--- src/rtl/integer_to_ascii_radix_macros.svh ---
// Assertion macros for the integer_to_ascii_radix RTL.
// Used by the modules that carry concurrent checks; needs i_clk and i_rst_n in scope.
`ifndef INTEGER_TO_ASCII_RADIX_MACROS_SVH
`define INTEGER_TO_ASCII_RADIX_MACROS_SVH

`ifndef SYNTH
// Same-cycle implication.
`define ITAR_ASSERT_IMPL(lbl, ant, con, msg) \
    lbl: assert property (@(posedge i_clk) disable iff (!i_rst_n) (ant) |-> (con)) \
        else $error(msg);
// Next-cycle implication.
`define ITAR_ASSERT_NEXT(lbl, ant, con, msg) \
    lbl: assert property (@(posedge i_clk) disable iff (!i_rst_n) (ant) |=> (con)) \
        else $error(msg);
`else
`define ITAR_ASSERT_IMPL(lbl, ant, con, msg)
`define ITAR_ASSERT_NEXT(lbl, ant, con, msg)
`endif

`endif

--- src/rtl/itar_pkg.sv ---
// Shared types, constants and the digit-to-ASCII function for integer_to_ascii_radix.
// No dependencies.
package itar_pkg;

    localparam int VALUE_BITS_DEF = 32;
    localparam int RADIX_W        = 5;
    localparam int CHAR_W         = 7;
    localparam int DIGIT_W        = 4;
    // Dividend bits retired per divider cycle.
    localparam int STEP_BITS      = 8;

    localparam logic [RADIX_W-1:0] RADIX_DEFAULT = 5'd10;
    localparam logic [RADIX_W-1:0] RADIX_DEC     = 5'd10;
    localparam logic [RADIX_W-1:0] RADIX_MIN     = 5'd2;
    localparam logic [RADIX_W-1:0] RADIX_MAX     = 5'd16;

    localparam logic [DIGIT_W-1:0] DIGIT_MAX_DEC = 4'd9;

    localparam logic [CHAR_W-1:0] CH_ZERO     = 7'h30;
    localparam logic [CHAR_W-1:0] CH_LETTER_A = 7'h61;
    localparam logic [CHAR_W-1:0] CH_MINUS    = 7'h2D;

    typedef enum logic [2:0] {
        S_IDLE,
        S_DIV,
        S_SIGN,
        S_READ,
        S_EMIT
    } t_state;

    // Controller to datapath
    typedef struct packed {
        logic load;
        logic div_step;
        logic div_last;
        logic rd;
        logic emit_sign;
        logic emit_digit;
    } t_cmd;

    // Datapath to controller
    typedef struct packed {
        logic radix_ok;
        logic neg;
        logic quo_zero;
        logic cnt_full;
        logic cnt_one;
        logic out_free;
    } t_sts;

    function automatic logic [CHAR_W-1:0] digit_char(input logic [DIGIT_W-1:0] d);
        logic [CHAR_W-1:0] ext;
        ext = CHAR_W'(d);
        if (d > DIGIT_MAX_DEC) begin
            return ext + (CH_LETTER_A - CHAR_W'(RADIX_DEC));
        end else begin
            return ext + CH_ZERO;
        end
    endfunction

endpackage

--- src/rtl/itar_ram.sv ---
// Generic single-write, single-read RAM with registered read data.
// No dependencies.
module itar_ram #(
    parameter int WIDTH = 4,
    parameter int DEPTH = 32
) (
    input  logic                     i_clk,
    input  logic                     i_wr_en,
    input  logic [$clog2(DEPTH)-1:0] i_wr_addr,
    input  logic [WIDTH-1:0]         i_wr_data,
    input  logic                     i_rd_en,
    input  logic [$clog2(DEPTH)-1:0] i_rd_addr,
    output logic [WIDTH-1:0]         o_rd_data
);

    logic [WIDTH-1:0] r_mem [DEPTH];
    logic [WIDTH-1:0] r_rd_data;

    always_ff @(posedge i_clk) begin
        if (i_wr_en) begin
            r_mem[i_wr_addr] <= i_wr_data;
        end
        if (i_rd_en) begin
            r_rd_data <= r_mem[i_rd_addr];
        end
    end

    assign o_rd_data = r_rd_data;

endmodule

--- src/rtl/itar_ctrl.sv ---
// Sequencing controller: accept, divide digit by digit, then emit sign and digits.
// Depends on itar_pkg and integer_to_ascii_radix_macros.svh.
`include "integer_to_ascii_radix_macros.svh"

module itar_ctrl #(
    parameter int VALUE_BITS = itar_pkg::VALUE_BITS_DEF
) (
    input  logic          i_clk,
    input  logic          i_rst_n,
    input  logic          i_in_valid,
    output logic          o_in_stall,
    input  itar_pkg::t_sts i_sts,
    output itar_pkg::t_cmd o_cmd
);
    import itar_pkg::*;

    localparam int STEPS = (VALUE_BITS + STEP_BITS - 1) / STEP_BITS;
    localparam int SW    = (STEPS > 1) ? $clog2(STEPS) : 1;

    t_state        r_state, n_state;
    logic [SW-1:0] r_step,  n_step;
    t_cmd          w_cmd;
    logic          w_step_last;

    assign w_step_last = (r_step == SW'(STEPS - 1));

    always_ff @(posedge i_clk) begin
        if (!i_rst_n) begin
            r_state <= S_IDLE;
            r_step  <= '0;
        end else begin
            r_state <= n_state;
            r_step  <= n_step;
        end
    end

    always_comb begin
        n_state    = r_state;
        n_step     = r_step;
        w_cmd      = '0;
        o_in_stall = (r_state != S_IDLE);
        unique case (r_state)
            S_IDLE: begin
                if (i_in_valid) begin
                    w_cmd.load = 1'b1;
                    // Out-of-range radix: take the beat, emit nothing
                    if (i_sts.radix_ok) begin
                        n_state = S_DIV;
                        n_step  = '0;
                    end
                end
            end
            S_DIV: begin
                w_cmd.div_step = 1'b1;
                if (w_step_last) begin
                    w_cmd.div_last = 1'b1;
                    n_step         = '0;
                    if (i_sts.quo_zero || i_sts.cnt_full) begin
                        n_state = i_sts.neg ? S_SIGN : S_READ;
                    end
                end else begin
                    n_step = r_step + 1'b1;
                end
            end
            S_SIGN: begin
                if (i_sts.out_free) begin
                    w_cmd.emit_sign = 1'b1;
                    n_state         = S_READ;
                end
            end
            S_READ: begin
                w_cmd.rd = 1'b1;
                n_state  = S_EMIT;
            end
            S_EMIT: begin
                if (i_sts.out_free) begin
                    w_cmd.emit_digit = 1'b1;
                    n_state          = i_sts.cnt_one ? S_IDLE : S_READ;
                end
            end
            default: begin
                n_state = S_IDLE;
            end
        endcase
    end

    assign o_cmd = w_cmd;

    `ITAR_ASSERT_IMPL(a_load_needs_room, w_cmd.emit_sign || w_cmd.emit_digit, i_sts.out_free, "output register overwritten")
    `ITAR_ASSERT_NEXT(a_bad_radix_idle, (r_state == S_IDLE) && i_in_valid && !i_sts.radix_ok, r_state == S_IDLE, "conversion started with bad radix")
    `ITAR_ASSERT_NEXT(a_last_digit_idle, w_cmd.emit_digit && i_sts.cnt_one, r_state == S_IDLE, "digits left after last beat")
    `ITAR_ASSERT_IMPL(a_step_range, r_state == S_DIV, r_step <= SW'(STEPS - 1), "divider step out of range")

endmodule

--- src/rtl/itar_dp.sv ---
// Datapath: radix register, shared 8-bit-per-cycle divider, digit RAM, output register.
// Depends on itar_pkg, itar_ram and integer_to_ascii_radix_macros.svh.
`include "integer_to_ascii_radix_macros.svh"

module itar_dp #(
    parameter int VALUE_BITS = itar_pkg::VALUE_BITS_DEF
) (
    input  logic                          i_clk,
    input  logic                          i_rst_n,
    input  logic                          i_cfg_valid,
    input  logic [itar_pkg::RADIX_W-1:0]  i_cfg_data,
    input  logic signed [VALUE_BITS-1:0]  i_value,
    input  itar_pkg::t_cmd                i_cmd,
    output itar_pkg::t_sts                o_sts,
    output logic                          o_out_valid,
    input  logic                          i_out_stall,
    output logic [itar_pkg::CHAR_W-1:0]   o_out_char,
    output logic                          o_last
);
    import itar_pkg::*;

    localparam int STEPS = (VALUE_BITS + STEP_BITS - 1) / STEP_BITS;
    localparam int DW    = STEPS * STEP_BITS;
    localparam int CW    = $clog2(VALUE_BITS + 1);
    localparam int AW    = $clog2(VALUE_BITS);

    logic [RADIX_W-1:0]    r_radix;
    logic [DW-1:0]         r_div;
    logic [DIGIT_W-1:0]    r_part;
    logic [CW-1:0]         r_cnt;
    logic                  r_neg;
    logic                  r_out_valid;
    logic [CHAR_W-1:0]     r_out_char;
    logic                  r_out_last;

    logic [VALUE_BITS-1:0] w_val;
    logic [VALUE_BITS-1:0] w_mag;
    logic                  w_neg;
    logic [DW-1:0]         v_div;
    logic [DIGIT_W-1:0]    v_part;
    logic [RADIX_W-1:0]    v_t;
    logic [CW-1:0]         w_rd_idx;
    logic [DIGIT_W-1:0]    w_ram_q;
    logic                  w_out_free;

    assign w_val = i_value;
    assign w_neg = (r_radix == RADIX_DEC) && w_val[VALUE_BITS-1];
    // Most negative value negates to itself, which reads as the right magnitude
    assign w_mag = w_neg ? (~w_val + 1'b1) : w_val;

    // Restoring division by the radix, STEP_BITS dividend bits per cycle;
    // quotient bits shift in at the bottom as dividend bits leave the top
    always_comb begin
        v_div  = r_div;
        v_part = r_part;
        v_t    = '0;
        for (int i = 0; i < STEP_BITS; i++) begin
            v_t   = {v_part, v_div[DW-1]};
            v_div = {v_div[DW-2:0], 1'b0};
            if (v_t >= r_radix) begin
                v_t      = v_t - r_radix;
                v_div[0] = 1'b1;
            end
            v_part = v_t[DIGIT_W-1:0];
        end
    end

    assign w_out_free = !r_out_valid || !i_out_stall;
    assign w_rd_idx   = r_cnt - 1'b1;

    always_ff @(posedge i_clk) begin
        if (!i_rst_n) begin
            r_radix <= RADIX_DEFAULT;
        end else if (i_cfg_valid) begin
            r_radix <= i_cfg_data;
        end
    end

    always_ff @(posedge i_clk) begin
        if (!i_rst_n) begin
            r_div  <= '0;
            r_part <= '0;
            r_cnt  <= '0;
            r_neg  <= 1'b0;
        end else if (i_cmd.load) begin
            r_div  <= DW'(w_mag);
            r_part <= '0;
            r_cnt  <= '0;
            r_neg  <= w_neg;
        end else if (i_cmd.div_step) begin
            r_div  <= v_div;
            r_part <= i_cmd.div_last ? '0 : v_part;
            if (i_cmd.div_last) begin
                r_cnt <= r_cnt + 1'b1;
            end
        end else if (i_cmd.emit_digit) begin
            r_cnt <= r_cnt - 1'b1;
        end
    end

    itar_ram #(
        .WIDTH (DIGIT_W),
        .DEPTH (VALUE_BITS)
    ) u_digits (
        .i_clk     (i_clk),
        .i_wr_en   (i_cmd.div_last),
        .i_wr_addr (r_cnt[AW-1:0]),
        .i_wr_data (v_part),
        .i_rd_en   (i_cmd.rd),
        .i_rd_addr (w_rd_idx[AW-1:0]),
        .o_rd_data (w_ram_q)
    );

    always_ff @(posedge i_clk) begin
        if (!i_rst_n) begin
            r_out_valid <= 1'b0;
        end else if (i_cmd.emit_sign || i_cmd.emit_digit) begin
            r_out_valid <= 1'b1;
        end else if (!i_out_stall) begin
            r_out_valid <= 1'b0;
        end
    end

    always_ff @(posedge i_clk) begin
        if (i_cmd.emit_sign) begin
            r_out_char <= CH_MINUS;
            r_out_last <= 1'b0;
        end else if (i_cmd.emit_digit) begin
            r_out_char <= digit_char(w_ram_q);
            r_out_last <= (r_cnt == CW'(1));
        end
    end

    assign o_sts.radix_ok = (r_radix >= RADIX_MIN) && (r_radix <= RADIX_MAX);
    assign o_sts.neg      = r_neg;
    assign o_sts.quo_zero = (v_div == '0);
    assign o_sts.cnt_full = (r_cnt == CW'(VALUE_BITS - 1));
    assign o_sts.cnt_one  = (r_cnt == CW'(1));
    assign o_sts.out_free = w_out_free;

    assign o_out_valid = r_out_valid;
    assign o_out_char  = r_out_char;
    assign o_last      = r_out_last;

    `ITAR_ASSERT_IMPL(a_cnt_range, 1'b1, r_cnt <= CW'(VALUE_BITS), "digit count beyond store depth")
    `ITAR_ASSERT_IMPL(a_write_in_range, i_cmd.div_last, r_cnt < CW'(VALUE_BITS), "digit write past store end")
    `ITAR_ASSERT_IMPL(a_part_below_radix, i_cmd.div_step, {1'b0, r_part} < r_radix, "partial remainder not below radix")
    `ITAR_ASSERT_IMPL(a_emit_has_digit, i_cmd.emit_digit || i_cmd.rd, r_cnt != '0, "digit read with empty store")

endmodule

--- src/rtl/integer_to_ascii_radix.sv ---
// Top level of integer_to_ascii_radix: controller plus datapath.
// Depends on itar_pkg, itar_ctrl and itar_dp.
//
// Converts one signed VALUE_BITS-bit integer per input beat into its ASCII text in the
// radix held by the configuration register (2..16, reset 10), most significant character
// first, lower-case letters for digits above 9, o_last on the final character. In radix
// ten a negative value is preceded by '-'; in other radices it is written as its unsigned
// two's-complement pattern. A radix register value outside 2..16 swallows the beat and
// emits nothing. One item is in flight at a time: the value is accepted, then each digit
// is computed in the shared divider (8 quotient bits per cycle), then each character is
// read out of the registered digit RAM and loaded into the output register, after a
// minus sign if there is one, waiting while the output stalls. The next value is taken
// in the cycle after the last character enters the output register.
module integer_to_ascii_radix #(
    parameter int VALUE_BITS = itar_pkg::VALUE_BITS_DEF
) (
    input  logic                          i_clk,
    input  logic                          i_rst_n,
    input  logic                          i_cfg_valid,
    output logic                          o_cfg_ready,
    input  logic [itar_pkg::RADIX_W-1:0]  i_cfg_data,
    input  logic                          i_in_valid,
    output logic                          o_in_stall,
    input  logic signed [VALUE_BITS-1:0]  i_value,
    output logic                          o_out_valid,
    input  logic                          i_out_stall,
    output logic [itar_pkg::CHAR_W-1:0]   o_out_char,
    output logic                          o_last
);
    import itar_pkg::*;

    t_cmd w_cmd;
    t_sts w_sts;

    // Register writes must arrive only while idle; the block itself does not enforce this
    assign o_cfg_ready = 1'b1;

    itar_ctrl #(
        .VALUE_BITS (VALUE_BITS)
    ) u_ctrl (
        .i_clk      (i_clk),
        .i_rst_n    (i_rst_n),
        .i_in_valid (i_in_valid),
        .o_in_stall (o_in_stall),
        .i_sts      (w_sts),
        .o_cmd      (w_cmd)
    );

    itar_dp #(
        .VALUE_BITS (VALUE_BITS)
    ) u_dp (
        .i_clk       (i_clk),
        .i_rst_n     (i_rst_n),
        .i_cfg_valid (i_cfg_valid),
        .i_cfg_data  (i_cfg_data),
        .i_value     (i_value),
        .i_cmd       (w_cmd),
        .o_sts       (w_sts),
        .o_out_valid (o_out_valid),
        .i_out_stall (i_out_stall),
        .o_out_char  (o_out_char),
        .o_last      (o_last)
    );

endmodule

--- config.mk ---
export PLATFORM = sky130hd
export DESIGN_NAME = integer_to_ascii_radix
export DESIGN_NICKNAME = d
export VERILOG_FILES = /design/src/rtl/itar_pkg.sv /design/src/rtl/itar_ram.sv /design/src/rtl/itar_ctrl.sv /design/src/rtl/itar_dp.sv /design/src/rtl/integer_to_ascii_radix.sv
export VERILOG_INCLUDE_DIRS = /design/src /design/src/rtl
export SDC_FILE = /design/constraint.sdc
export NUM_CORES = 1
export LEC_CHECK = 0
export ABC_AREA = 1
export BUFFER_PORTS_ARGS = -buffer_cell sky130_fd_sc_hd__buf_2
export CAP_MARGIN = 20
export CORE_ASPECT_RATIO = 0.7
export CORE_UTILIZATION = 55
export CTS_CLUSTER_SIZE = 24
export DETAILED_ROUTE_END_ITERATION = 10
export GPL_TIMING_DRIVEN = 0
export PLACE_DENSITY = 0.75
export SLEW_MARGIN = 20
export SYNTH_ARGS = -nofsm -noshare
export SYNTH_HDL_FRONTEND = slang
export SYNTH_SLANG_ARGS = --single-unit
--- constraint.sdc ---
create_clock -name i_clk -period 9.8 [get_ports i_clk]
set_clock_uncertainty 0.2 [all_clocks]
set_input_delay 1.47 -clock i_clk [delete_from_list [all_inputs] [get_ports i_clk]]
set_output_delay 1.47 -clock i_clk [all_outputs]
set_load 0.02 [all_outputs]
==> impl_metrics.tcl, run 1 <==
set metrics [dict create \
    num_rows 43 \
    number_of_port_buffers 50 \
    grt_overflow 0 \
    clk_path_buf_depth 2 \
    hold-path-endpoint "u_dp.o_out_char[5]" \
    route.detailed.vias_per_inst 5.97 \
    drt.antenna.violating_nets 0 \
    grt_antenna_before_repair 0 \
    slew-limit-headroom_pct 58.4 \
    final_cell_mix "273 x nand2_1, 202 x nor2_1, 132 x edfxtp_1" \
    synth_enable_flop_cells 132 \
    crit_family "simple AND/OR/NAND/NOR gates" \
    worst-slew-pin-transition_ps 623 \
    worst_min_delay_path_category "reg -> reg" \
    synth_async_sr_flop_share_pct 0 \
    ys_seq_elements 194 \
    io_pins 53 \
    initial_core_util_pct 56.2 \
    max_clock_freq_mhz 102 \
    initialDrtViolationCount 1502 \
    drc 0 \
    setup.worst_path.start_class "flop" \
    wl_per_cell_um 19.4 \
    finalCriticalPeriod_ps 9780 \
    cts_tree "built" \
    tritoncts_num_sinks 194 \
    insertion_delay_ps 450 \
    post_syn_nets 1449 \
    max_cap_violations 0 \
    grt_start_max_net_pins 21 \
    vias 10555 \
    synthesis.instances 1350 \
    crit_required_ps 9970 \
    criticalPathCategory "reg -> reg" \
    crit_path_top_delay_cell "o21ai_4" \
    detailedRoute.firstPassIterationCount 6 \
    n_antenna_cell 0 \
    cts_hold_buffers 0 \
    place_congestion 0.973 \
    dominantRegCellSynth "edfxtp_1" \
    cp-end-kind "flop" \
    cts.reportedPaths.clkPinSlew_ps 80 \
    finalHoldViolCount 0 \
    fp.dieArea_um2 20800 \
    synth.lib_cells_used.distinct 51 \
    grt_pass1_wl_um 50100 \
    syn_area_per_cell_um2 8.24 \
    dpl.hpwl_um 22100 \
    yosysWarnings 0 \
    drive_above_1_share_pct 21.7 \
    mostFrequentLayoutCell "nand2_1" \
    drv_slew 0 \
    clock_tree.htree_level_count 4 \
    chip_width_um 172 \
    setup_tns_ps 0 \
    cpPeakStageDelay_ps 490 \
    nets 1583 \
    rrSetupSlack_ps 20 \
    worstHoldStart "u_dp.o_out_char[5]" \
    syn_to_final_growth_pct 22.4 \
    grtUsageTotal_pct 32.1 \
    core_um2 19800 \
    r2r_end "u_dp.r_part[0]" \
    cp.buffers_inverters 14 \
    worstRegToRegCells 65 \
    run_status "finished clean" \
    cts_buffers 17 \
    setup_viol 0 \
    min_path_cells 2 \
    finalCritPeriodShare_pct 99.8 \
    worst_ep_arrival_time_ps 9950 \
    reg2reg_from "u_dp.r_radix[0]" \
    ctsRootBufferMaster "clkbuf_16" \
    floorplan.die.height_um 121 \
    routed_wl_um 34300 \
    synth.cell_area_um2 11100 \
    yosysSeqAreaShare_pct 46.8 \
    worstPathMaxFanout 17 \
    first_global_vias 9091 \
]
[stage by stage]
| step | cells | setup slack, ps | instance area [um^2] | util [%] | hold slack, ps |
|---|---|---|---|---|---|
| floorplan | 1350 | 4.38 | 11100 | - | 230 |
| global placement | 1670 | -2550 | 11700 | 59.3 | 251 |
| detailed placement | 1670 | -2750 | 11700 | 59.3 | 251 |
| CTS | 1734 | -6.59 | 12700 | 64.4 | 271 |
| global route | 1767 | -396 | 13600 | 68.8 | 293 |
| finish | 1767 | 22.1 | 13600 | 68.8 | 267 |
[cell type report]
| cell class | count | area [um^2] |
|---|---|---|
| tap | 270 | 338 |
| inverter | 128 | 508 |
| sequential | 194 | 5230 |
| multi-input combinational | 989 | 5940 |
| clock inverter | 15 | 191 |
| timing repair buffer | 108 | 764 |
| fill | 1566 | 6180 |
| buffer | 46 | 226 |
| clock buffer | 17 | 425 |
[registers in the layout (all words and copies together), names as in the netlist]
register / count
u_dp.r_radix: 5
u_dp.r_cnt: 6
u_dp.r_neg: 1
u_dp.r_part: 4
u_dp.o_out_char: 7
u_dp.u_digits.r_mem: 128
u_dp.o_last: 1
u_dp.r_div: 32
u_ctrl.r_state: 3
u_dp.o_out_valid: 1
u_ctrl.r_step: 2
u_dp.u_digits.o_rd_data: 4
[worst reg2reg max path, delay by kind of cell, from the launching register on]
family                     cells  cell delay [ps]
DFF                            1              430
and+or+nand+nor               29             2630
xor gates and xnor gates       1              170
adders and majority gates      9             2470
buffers and inverters         14             1350
AOI/OAI and AO/OA             11             2140
muxes                          1              300
[timing repair]
action / CTS / global route
pin swaps: 10 / 61
gates cloned: 7 / 0
endpoints found under the setup margin: 136 / 135
gates resized for setup: 42 / 136
setup buffers: 25 / 33
[per-layer routing]
layer	vias up	part of all wire, %	GRT usage [%]	wire, um
li1	4818	-	-	-
met1	5044	44	50.3	15200
met2	625	42	45.2	14300
met3	68	12	6.95	4090
met4	0	2.0	5.97	698
met5	-	0	0	0
[Yosys cell counts (2+ instances only)]
master	instances	area, um^2
nand2_1	309	1160
nor2_1	206	773
edfxtp_1	132	3960
o21ai_0	119	596
inv_1	115	432
a21oi_1	65	325
dfxtp_1	62	1240
nand3_1	57	285
ha_1	49	613
xor2_1	30	263
o21ai_1	23	115
clkbuf_1	21	78.8
o211ai_1	18	135
buf_2	16	80.1
o32ai_1	15	131
inv_2	13	48.8
nand4_1	9	56.3
fa_1	8	160
xnor2_1	8	70.1
mux2i_1	7	70.1
nor3_1	7	35.0
nor2_2	6	37.5
buf_4	5	37.5
nand3b_1	5	37.5
o22ai_1	5	31.3
a31oi_1	4	25.0
a21boi_0	3	22.5
o221ai_1	3	26.3
a21o_1	2	15.0
and2_1	2	12.5
buf_1	2	7.51
buf_6	2	22.5
nand2_2	2	12.5
nand3_2	2	20.0
or2_2	2	12.5
[worst max-delay path by stage]
stage,from,endpoint,cells past startpoint
after floorplan,u_dp.r_radix[1],u_dp.u_digits.r_mem[0][2],61
after global placement,u_dp.r_radix[1],u_dp.u_digits.r_mem[21][2],63
after detailed placement,u_dp.r_radix[1],u_dp.u_digits.r_mem[21][2],63
after CTS,u_dp.r_radix[2],u_dp.r_part[2],66
after global routing,u_dp.r_radix[3],u_dp.r_part[1],70
final,u_dp.r_radix[0],u_dp.r_part[0],65
[cell families after synthesis]
kind of cell / count (synthesis) / synth area share (%)
adders and majority gates: 57 / 6.95
xor gates and xnor gates: 40 / 3.38
muxes: 8 / 0.731
AOI/OAI and AO/OA: 264 / 13.4
and+or+nand+nor: 612 / 22.4
buffers and inverters: 174 / 6.35
DFF: 194 / 46.8
other: 1 / 0.0337
Power of run 1 is not shown: default switching activity piles up to over one toggle a cycle in this logic, so the estimate is an artifact.
==> run 2, diff against run 1 <==
- ABC_AREA: 1 -> default
- CELL_PAD_IN_SITES_DETAIL_PLACEMENT: default -> 1
- CELL_PAD_IN_SITES_GLOBAL_PLACEMENT: default -> 1
- CORE_UTILIZATION: 55 -> 45
- PLACE_DENSITY: 0.75 -> default
- PLACE_DENSITY_LB_ADDON: default -> 0.1
==> run 2 against run 1 <==
Effect of this change:
- the run now ends with setup timing left
- critical path type unchanged
- cell area shrank 0.67%
- register-to-register slack lost 470 ps
- utilization fell by 10 points
- non-clock buffer count increased by 11
- clock-buffer cell count rose by 3
==> impl_metrics.tcl, run 2 <==
set metrics [dict create \
    tritoncts_num_sinks 194 \
    synth_async_sr_flop_share_pct 0 \
    max_cap_violations 0 \
    synth_enable_flop_cells 132 \
    setup_viol 135 \
    run_status "finished with violations" \
    ctsRootBufferMaster "clkbuf_16" \
    grt_antenna_before_repair 0 \
    synth.cell_area_um2 10700 \
    mostFrequentLayoutCell "edfxtp_1" \
    final_util_pct 58.8 \
    yosysSeqAreaShare_pct 48.6 \
    place_congestion 0.855 \
    initial_core_util_pct 46.6 \
    routed_wl_um 36300 \
    finalCriticalPeriod_ps 10250 \
    finalHoldViolCount 0 \
    area_share_of_the_leading_cell_type_in_the_synthesized_netlist_pct 37.0 \
    setup.worst_path.start_class "flop" \
    initialDrtViolationCount 938 \
    finalCritPeriodShare_pct 105 \
    wl_per_cell_um 25.7 \
    crit_path_top_delay_cell "a21oi_1" \
    floorplan.die.height_um 131 \
    insertion_delay_ps 450 \
    failed_checks "setup timing" \
    worst_min_delay_path_category "reg -> reg" \
    top_register "u_dp.u_digits.r_mem" \
    max_clock_freq_mhz 97.6 \
    detailedRoute.firstPassIterationCount 7 \
    worst_ep_arrival_time_ps 10220 \
    crit_required_ps 9770 \
    setup_repair_after_global_routing_missed_its_margin "true" \
    syn_area_per_cell_um2 11.4 \
    fp.dieArea_um2 24400 \
    synth.lib_cells_used.distinct 69 \
    io_pins 53 \
    yosys.cell_count.top_type "edfxtp_1" \
    dp_worst_setup_slack_ps -2600 \
    clk_path_buf_depth 2 \
    synthesis.instances 937 \
    first_global_vias 8313 \
    clock_tree.htree_level_count 4 \
    cts.reportedPaths.clkPinSlew_ps 70 \
    num_rows 46 \
    nets 1184 \
    grt_overflow 0 \
    drv_slew 0 \
    route.detailed.vias_per_inst 6.12 \
    cts_buffers 17 \
    cp-end-kind "flop" \
    drc 0 \
    criticalPathCategory "reg -> reg" \
    grt_start_max_net_pins 33 \
    dominantRegCellSynth "edfxtp_1" \
    grt_pass1_wl_um 50800 \
    cpPeakStageDelay_ps 380 \
    grtUsageTotal_pct 27.9 \
    yosys-top-cells-count "132 x edfxtp_1, 85 x nor2_1, 82 x nand2_1, 64 x a21oi_1, 62 x dfxtp_1" \
    cts_tree "built" \
    ys_seq_elements 194 \
    post_syn_nets 1036 \
    yosysWarnings 0 \
    drive_above_1_share_pct 29.3 \
    final_cell_mix "132 x edfxtp_1, 84 x nor2_1, 78 x nand2_1" \
    worstPathMaxFanout 8 \
    setup_ws_ps -447 \
    most_area_hungry_cell_type_in_the_yosys_netlist "edfxtp_1" \
    slew-limit-headroom_pct 31.1 \
    core_um2 23000 \
    cts_hold_buffers 0 \
    drt.antenna.violating_nets 0 \
    whs_ps 267 \
    dpl.hpwl_um 22800 \
    vias 8641 \
    chip_width_um 186 \
    syn_to_final_growth_pct 26.3 \
    max_reg_flops 128 \
    setup_tns_ps -50520 \
    cell_types_occupying_the_most_area_after_synthesis "edfxtp_1 37%, dfxtp_1 12%, mux4_2 8.4%" \
    worst-slew-pin-transition_ps 1030 \
    number_of_port_buffers 50 \
]
## run 2: cell types whose count changed after synthesis, moves of 30 or more
cell,previous run,this run
nor2_1,206,85
o21ai_0,119,15
nand2_1,309,82
nand3_1,57,20
inv_1,115,36
mux4_2,0,40
xnor2_1,8,38
## run 2: cells by family (layout without fill, tap and decap cells)
kind of cell / Yosys count / in the layout / synth area share (%)
multiplexers: 79 / 84 / 12.3
XOR/XNOR: 53 / 53 / 4.33
other: 1 / 2 / 0.0350
buffers and inverters: 80 / 233 / 3.09
AND/OR/NAND/NOR: 283 / 283 / 12.7
adder cells (fa/ha/maj): 57 / 57 / 7.21
flip-flops: 194 / 194 / 48.6
AO/OA/AOI/OAI: 190 / 193 / 11.7
## run 2: routing by layer
| layer | wire (um) | track usage [%] | share of wire [%] |
|---|---|---|---|
| met2 | 15100 | 38.3 | 42 |
| met4 | 396 | 5.74 | 1.1 |
| met5 | 0 | 0 | 0 |
| met3 | 3290 | 6.09 | 9.1 |
| met1 | 17500 | 44.5 | 48 |
## run 2: area by class of cell
cell class / count / area (um^2)
fillers: 2343 / 9490
inverters: 36 / 150
well taps: 312 / 390
repair buffers: 121 / 930
clock inverters: 12 / 105
plain buffers: 44 / 208
clock buffers: 20 / 437
flip-flops and latches: 194 / 5220
diodes: 1 / 2.50
multi-input cells: 671 / 6090
## run 2: worst max-delay path: cells and delay by family (launching register included)
| family | cells | cell delay [ps] |
|---|---|---|
| muxes | 7 | 2300 |
| adders and majority gates | 8 | 1940 |
| DFF | 1 | 360 |
| xor gates and xnor gates | 1 | 160 |
| buffers and inverters | 6 | 790 |
| and+or+nand+nor | 3 | 330 |
| AOI/OAI and AO/OA | 19 | 3850 |
## run 2: what timing repair did
action,CTS,global route
setup endpoints to repair,136,135
setup buffers,50,21
resized for setup,55,38
pin swaps,31,27
gates cloned,3,6
## run 2: final timing paths
check / start / to / slack (ps) / depth (start not counted)
setup / recovery: u_dp.r_radix[2] / u_dp.u_digits.r_mem[2][3] / -450 / 44
hold / removal: u_dp.o_out_char[2] / u_dp.o_out_char[2] / 270 / 2
setup reg to reg: u_dp.r_radix[2] / u_dp.u_digits.r_mem[2][3] / -450 / 44
hold reg to reg: u_dp.o_out_char[2] / u_dp.o_out_char[2] / 270 / 2
## run 2: metrics by stage
step,instances,cell area [um^2]
after floorplan,937,11100
after global placement,1299,11700
after detailed placement,1299,11700
after CTS,1383,13100
after global routing,1410,13500
final,1411,13500
Power of run 2 is left out for the same reason.
==> run 3, diff against run 2 <==
--- a/config.mk
+++ b/config.mk
@@ -16,5 +16,5 @@
 export DETAILED_ROUTE_END_ITERATION = 10
 export GPL_TIMING_DRIVEN = 0
-export PLACE_DENSITY_LB_ADDON = 0.1
+export PLACE_DENSITY_LB_ADDON = 0.15
 export SLEW_MARGIN = 20
 export SYNTH_ARGS = -nofsm -noshare
--- a/constraint.sdc
+++ b/constraint.sdc
@@ -3,3 +3,3 @@
 set_input_delay 1.47 -clock i_clk [delete_from_list [all_inputs] [get_ports i_clk]]
 set_output_delay 1.47 -clock i_clk [all_outputs]
-set_load 0.02 [all_outputs]
+set_load 0.01 [all_outputs]
==> run 3 against run 2 <==
Effect of this change:
- the flow still finishes with violations (setup timing)
- routed wire length fell by 1.9%
- first-iteration DRC count fell by 15%
- die area did not move
- global-route usage rose by 0.50 points
- clock-buffer cell count fell by 1
- largest cell class unchanged
==> impl_metrics.tcl, run 3 (synthesized netlist as in run 2, its figures left out) <==
set metrics [dict create \
    drive_above_1_share_pct 29.3 \
    max_clock_freq_mhz 97.3 \
    worstPathMaxFanout 16 \
    cts_hold_buffers 0 \
    max_cap_violations 0 \
    final_util_pct 58.6 \
    io_pins 53 \
    number_of_port_buffers 50 \
    first_global_vias 8481 \
    dpl.hpwl_um 22700 \
    final_cell_mix "132 x edfxtp_1, 83 x nor2_1, 78 x nand2_1" \
    mostFrequentLayoutCell "edfxtp_1" \
    cts.reportedPaths.clkPinSlew_ps 70 \
    max_reg_flops 128 \
    run_status "finished with violations" \
    cts_buffers 17 \
    grt_pass1_wl_um 52000 \
    fp.dieArea_um2 24400 \
    place_congestion 0.852 \
    worst_ep_arrival_time_ps 10240 \
    num_rows 46 \
    setup_repair_after_global_routing_missed_its_margin "true" \
    crit_path_top_delay_cell "dfxtp_1" \
    failed_checks "setup timing" \
    initial_core_util_pct 46.6 \
    slew-limit-headroom_pct 29.3 \
    detailedRoute.firstPassIterationCount 5 \
    vias 8647 \
    worst-slew-pin-transition_ps 1060 \
    floorplan.die.height_um 131 \
    finalCritPeriodShare_pct 105 \
    criticalPathCategory "reg -> reg" \
    clk_path_buf_depth 2 \
    drv_slew 0 \
    chip_width_um 186 \
    route.detailed.vias_per_inst 6.13 \
    cts_tree "built" \
    setup_viol 135 \
    initialDrtViolationCount 800 \
    grt_start_max_net_pins 33 \
    finalHoldViolCount 0 \
    top_register "u_dp.u_digits.r_mem" \
    n_antenna_cell 0 \
    worst_min_delay_path_category "reg -> reg" \
    setup.worst_path.start_class "flop" \
    grt_antenna_before_repair 0 \
    setup_ws_ps -478 \
    cp-end-kind "flop" \
    insertion_delay_ps 450 \
    syn_to_final_growth_pct 26.0 \
    nets 1185 \
    core_um2 23000 \
    cpPeakStageDelay_ps 410 \
    drc 0 \
    grt_overflow 0 \
    clock_tree.htree_level_count 4 \
    routed_wl_um 35600 \
    grtUsageTotal_pct 28.4 \
    crit_required_ps 9760 \
    wl_per_cell_um 25.2 \
    drt.antenna.violating_nets 0 \
    finalCriticalPeriod_ps 10280 \
    tritoncts_num_sinks 194 \
    number_of_fill_cells 2396 \
    ctsRootBufferMaster "clkbuf_16" \
]
[run 3: cell count changes in the layout (fill, tap and decap cells not counted), sizes merged]
cell	before	now
buf	132	136
clkbuf	53	51
clkinv	4	6
mux2	22	20
clkinvlp	7	6
diode	1	0
[run 3: cell type report]
type / instances / area, um^2 / share of cell area, %
multi-input combinational: 669 / 6060 / 44.9
inverter: 36 / 150 / 1.11
clock inverter: 13 / 128 / 0.945
buffer: 44 / 208 / 1.54
timing repair buffer: 124 / 910 / 6.74
sequential: 194 / 5220 / 38.7
clock buffer: 19 / 433 / 3.21
tap: 312 / 390 / 2.89
[run 3: metrics by stage]
step | cells | setup TNS (ps) | worst slack (ps) | hold slack (ps) | area, um^2
floorplan | 937 | -1470 | -45.2 | 244 | 11100
global placement | 1299 | -281020 | -2290 | 259 | 11700
detailed placement | 1299 | -298130 | -2470 | 267 | 11700
CTS | 1393 | -1010 | -74.0 | 281 | 13200
global route | 1411 | -99830 | -819 | 306 | 13500
finish | 1411 | -54910 | -478 | 272 | 13500
[run 3: critical path, delay by kind of cell, from the launching register on]
| kind | cells | cell delay, ps |
|---|---|---|
| compound gates | 17 | 3740 |
| fa+ha+maj | 8 | 2120 |
| buf+inv | 3 | 440 |
| flops | 1 | 410 |
| mux | 6 | 2100 |
| simple gates | 8 | 950 |
[run 3: layer usage]
metal  share of wire [%]  wire, um  GRT usage [%]  vias up
li1                    -         -              -     3826
met1                  48     16900           44.7     4430
met2                  43     15500           40.2      356
met3                 7.8      2790           5.56       35
met4                 1.2       416           5.87        0
met5                   0         0              0        -
[run 3: worst paths after layout]
path,from,to,slack (ps),cells after the start
min reg2reg,u_dp.o_last,u_dp.o_last,270,2
min,u_dp.o_last,u_dp.o_last,270,2
max reg2reg,u_dp.r_div[31],u_dp.u_digits.r_mem[21][3],-480,42
max,u_dp.r_div[31],u_dp.u_digits.r_mem[21][3],-480,42
[run 3: repair_timing]
| item | in CTS | in global routing |
|---|---|---|
| endpoints found under the setup margin | 135 | 135 |
| pin swaps | 28 | 27 |
| cloned | 6 | 1 |
| gates resized for setup | 62 | 29 |
| buffers inserted | 56 | 17 |
Power of run 3 is left out for the same reason.
